## src/sv/rphs_pkg.sv

```systemverilog
// Package for the root pointer hash set: sizes, opcode and status codes,
// controller states and the command and status structs. No dependencies.
package rphs_pkg;

   localparam int SLOTS      = 1024;
   localparam int KEY_BITS   = 32;
   localparam int IDX_W      = $clog2(SLOTS);
   localparam int USED_W     = 11;
   localparam int HOME_SHIFT = 3;

   localparam logic [1:0] OP_INSERT = 2'd0;
   localparam logic [1:0] OP_QUERY  = 2'd1;
   localparam logic [1:0] OP_REMOVE = 2'd2;

   localparam logic [1:0] STATUS_OK     = 2'd0;
   localparam logic [1:0] STATUS_FULL   = 2'd1;
   localparam logic [1:0] STATUS_BADKEY = 2'd2;

   localparam logic [KEY_BITS-1:0] SLOT_EMPTY = KEY_BITS'(0);
   localparam logic [KEY_BITS-1:0] SLOT_TOMB  = KEY_BITS'(1);

   typedef enum logic [2:0] {
      ST_CLEAR,
      ST_IDLE,
      ST_EVAL,
      ST_CHECK,
      ST_FINISH
   } state_type;

   typedef struct packed {
      logic clr_en;   // write one empty slot of the clearing pass
      logic ready;    // input channel may take a transaction
      logic load;     // a transaction is taken this cycle
      logic start;    // screen the request and read its home slot
      logic step;     // examine the slot just read
      logic emit;     // move the result into the output register
   } cmd_type;

   typedef struct packed {
      logic clr_last;
      logic early;
      logic probe_done;
      logic out_free;
   } status_type;

endpackage

```

## src/sv/rphs_ctrl.sv

```systemverilog
// Controller state machine for the hash set: clearing pass, accept, probe, reply.
// Depends on rphs_pkg for the state enum and the command and status structs.
module rphs_ctrl (
   input  logic                 clock,
   input  logic                 reset,
   input  logic                 req_valid,
   input  rphs_pkg::status_type stat,
   output rphs_pkg::cmd_type    cmd
);

   rphs_pkg::state_type state_ff, state_in;

   always_ff @(posedge clock) begin
      if (reset) begin
         state_ff <= rphs_pkg::ST_CLEAR;
      end else begin
         state_ff <= state_in;
      end
   end

   always_comb begin
      state_in = state_ff;
      case (state_ff)
         rphs_pkg::ST_CLEAR: begin
            if (stat.clr_last) state_in = rphs_pkg::ST_IDLE;
         end
         rphs_pkg::ST_IDLE: begin
            if (req_valid) state_in = rphs_pkg::ST_EVAL;
         end
         rphs_pkg::ST_EVAL: begin
            state_in = stat.early ? rphs_pkg::ST_FINISH : rphs_pkg::ST_CHECK;
         end
         rphs_pkg::ST_CHECK: begin
            if (stat.probe_done) state_in = rphs_pkg::ST_FINISH;
         end
         rphs_pkg::ST_FINISH: begin
            if (stat.out_free) state_in = rphs_pkg::ST_IDLE;
         end
         default: state_in = rphs_pkg::ST_CLEAR;
      endcase
   end

   always_comb begin
      cmd = '0;
      case (state_ff)
         rphs_pkg::ST_CLEAR: cmd.clr_en = 1'b1;
         rphs_pkg::ST_IDLE: begin
            cmd.ready = 1'b1;
            cmd.load  = req_valid;
         end
         rphs_pkg::ST_EVAL:   cmd.start = 1'b1;
         rphs_pkg::ST_CHECK:  cmd.step  = 1'b1;
         rphs_pkg::ST_FINISH: cmd.emit  = stat.out_free;
         default: cmd = '0;
      endcase
   end

endmodule

```

## config.mk

```make
export PLATFORM = sky130hd
export DESIGN_NAME = rphs_ctrl
export DESIGN_NICKNAME = d
export VERILOG_FILES = /design/src/sv/rphs_pkg.sv /design/src/sv/rphs_ctrl.sv
export SDC_FILE = /design/constraint.sdc
export NUM_CORES = 1
export LEC_CHECK = 0
export BUFFER_PORTS_ARGS = -buffer_cell sky130_fd_sc_hd__buf_2
export CAP_MARGIN = 0
export CORE_AREA = 2 2 39 41
export CTS_CLUSTER_DIAMETER = 80
export DETAILED_ROUTE_END_ITERATION = 12
export DIE_AREA = 0 0 41 43
export PLACE_DENSITY = 0.48
export SYNTH_ARGS = -nofsm -noshare
export SYNTH_HDL_FRONTEND = slang
export SYNTH_SLANG_ARGS = --single-unit
```

## constraint.sdc

```tcl
create_clock -name clock -period 1.47 [get_ports clock]
set_clock_uncertainty 0.2 [all_clocks]
set_input_delay 0.2205 -clock clock [delete_from_list [all_inputs] [get_ports clock]]
set_output_delay 0.2205 -clock clock [all_outputs]
set_load 0.005 [all_outputs]
```

==> qor.yml <==
sta:
  finalHoldViolCount: 0
  rsz0062_at_grt: "true"
  period_share: 1.00
  fmax_mhz: 678
  worst_pin_slew_ns: 0.192
  slew_headroom: 0.869
  worst_slack_ns: -0.00458
  finalMaxSlewViolations: 0
  tns_ns: -0.00458
  min_period_ns: 1.47
  setup_violations: 1
clock_network:
  clock_latency_ns: 0.24
  path_clk_slew_ns: 0.04
  h-tree-depth: 1
  cts_root_buf: "clkbuf_4"
  cts_buffers: 3
  cts.sinks: 3
  cts_tree: "built"
  cts_buffer_depth: 2
final_layout:
  design_area_sq_um: 412
  antenna_cells: 0
  largest_reg_flops: 3
  final_cell_mix: "buf_2 (12), buf_4 (7), nor2_1 (4), clkbuf_4 (3), dfxtp_4 (3)"
  reg_top3: "state_ff: 3 flops"
  finalNonFillerCells: 68
  fin_nets: 60
  top_register: "state_ff"
  syn2layout_area_growth_pct: 80.8
  mostFrequentLayoutCell: "buf_2"
  drive_gt1_frac: 0.596
setup_path:
  crit_required_ns: 1.05
  rrSetupSlack_ns: 0.01
  start_kind: "flop"
  crit_type: "flop to primary output"
  critPathMaxFanout: 3
  reg2reg_to: "state_ff[0]$_SDFFE_PP0P_"
  arrival_ns: 1.05
  ff2ff_path_depth: 4
  timing.rr.start: "state_ff[1]$_SDFFE_PP0P_"
  cp-end-kind: "primary output"
floorplanning:
  fp.dieArea_sq_um: 1760
  start_util: 0.165
  pin_count: 13
  fp.dieH_microns: 43
  die_x_microns: 41
  core_sq_um: 1380
  rows: 14
min_path:
  min_to: "state_ff[2]$_SDFFE_PP0P_"
  hold_start: "stat[0]"
  hold_depth: 4
  hp-class: "input pin to flop"
detailed_routing:
  dr.pass1.iters: 3
  drc: 0
  antenna_left: 0
  drt_iter0_markers: 1
  vias_per_cell: 4.00
  wl_microns: 655
  wl_per_cell_microns: 9.63
  vias: 272
pwr:
  ir_worst_vdd_v: 0.000298
  p_per_area_nw_per_um2: 798
  power_uw: 328
  p_leak_nw: 0.207
logic_synthesis:
  synth_cell_types: 19
  synth.net_count: 38
  avgSynthCellArea_sq_um: 7.35
  synth-main-ff-cell: "dfxtp_1"
  netlist_area_sq_um: 228
  synth_edf_count: 0
  synth_seq_cells: 3
  yosysSeqAreaShare: 0.264
  synthArstFlopShare: 0
  yosys_warnings: 0
  syn_inst: 31
placement:
  place_inst: 58
  portBuffers: 12
  place_congestion: 0.747
  dp_hpwl_microns: 432
  dpl-instance-area_sq_um: 304
global_routing:
  grt_util_all_layers: 0.0932
  grt_pass1_wl_microns: 1100
  overflow: 0
  antenna_found_initial: 0
  grt_max_degree: 9
  grt_pass1_vias: 253
run_status:
  violations: "negative setup slack"
  status: "complete, but fails checks"
flow_run:
  maxCapViolations: 0
[layout make-up]
type	instances	area, sq um
clock buffer	4	26.3
sequential	3	71.3
fill	155	972
inverter	2	7.51
multi-input combinational	23	164
timing repair buffer	20	123
tap	16	20.0
[stage by stage]
step / setup WS [ns] / utilization / hold WS [ns]
after global routing: -0.0813 / 0.297 / 0.167
after global placement: 0.0607 / 0.220 / 0.222
after CTS: -0.0183 / 0.278 / 0.0726
after detailed placement: 0.0220 / 0.220 / 0.224
final: -0.00458 / 0.297 / 0.145
after floorplan: 0.0602 / - / 0.0899
[how the worst max path moves through the flow]
stage	slack, ns	cells past startpoint	from	to
2_1_floorplan	0.06	4	state_ff[1]$_SDFFE_PP0P_	state_ff[0]$_SDFFE_PP0P_
3_3_place_gp	0.06	3	state_ff[1]$_SDFFE_PP0P_	state_ff[0]$_SDFFE_PP0P_
3_5_place_dp	0.02	3	state_ff[1]$_SDFFE_PP0P_	state_ff[0]$_SDFFE_PP0P_
4_1_cts	-0.02	3	state_ff[2]$_SDFFE_PP0P_	cmd[1]
5_1_grt	-0.08	3	state_ff[1]$_SDFFE_PP0P_	cmd[1]
6_report	-0.005	3	state_ff[1]$_SDFFE_PP0P_	cmd[1]
[Yosys cell counts (all sizes together) (2+ instances only)]
| cell | instances | area (sq um) |
|---|---|---|
| nor2 | 5 | 18.8 |
| nor3 | 4 | 20.0 |
| dfxtp | 3 | 60.1 |
| clkbuf | 2 | 7.51 |
| inv | 2 | 7.51 |
| nor2b | 2 | 12.5 |
[layer usage]
layer / part of all wire / global-route usage / vias up
met1: 0.49 / 0.128 / 114
li1: - / - / 144
met5: 0 / 0 / -
met3: 0.090 / 0.0471 / 2
met2: 0.41 / 0.119 / 12
met4: 0.012 / 0.0400 / 0
[critical path, stage by stage, from the launching register on]
cell and delay [ns]:
dfxtp_4 0.34, or2b_1 0.26, nor2_1 0.10, buf_2 0.12
[report_power, final]
| part | internal (mW) | switching, mW |
|---|---|---|
| Combinational | 0.0480 | 0.0338 |
| Clock | 0.102 | 0.0489 |
| Sequential | 0.0852 | 0.0104 |
| Total | 0.235 | 0.0931 |
[kinds of logic (layout without fill, tap and decap cells)]
family,after synthesis,after routing,share of synthesized area
buf+inv,5,26,0.115
mux,2,2,0.110
compound gates,4,4,0.110
flops,3,3,0.264
simple gates,17,17,0.401
[timing repair]
action | in CTS | in global routing
buffers inserted | 3 | 2
pin swaps | 3 | 4
hold endpoints to repair | 3 | 0
endpoints found under the setup margin | 5 | 7
hold buffers | 1 | 0
resized for setup | 8 | 3
cloned | 0 | 0
No activity file was read; power rests on OpenSTA's default activity.
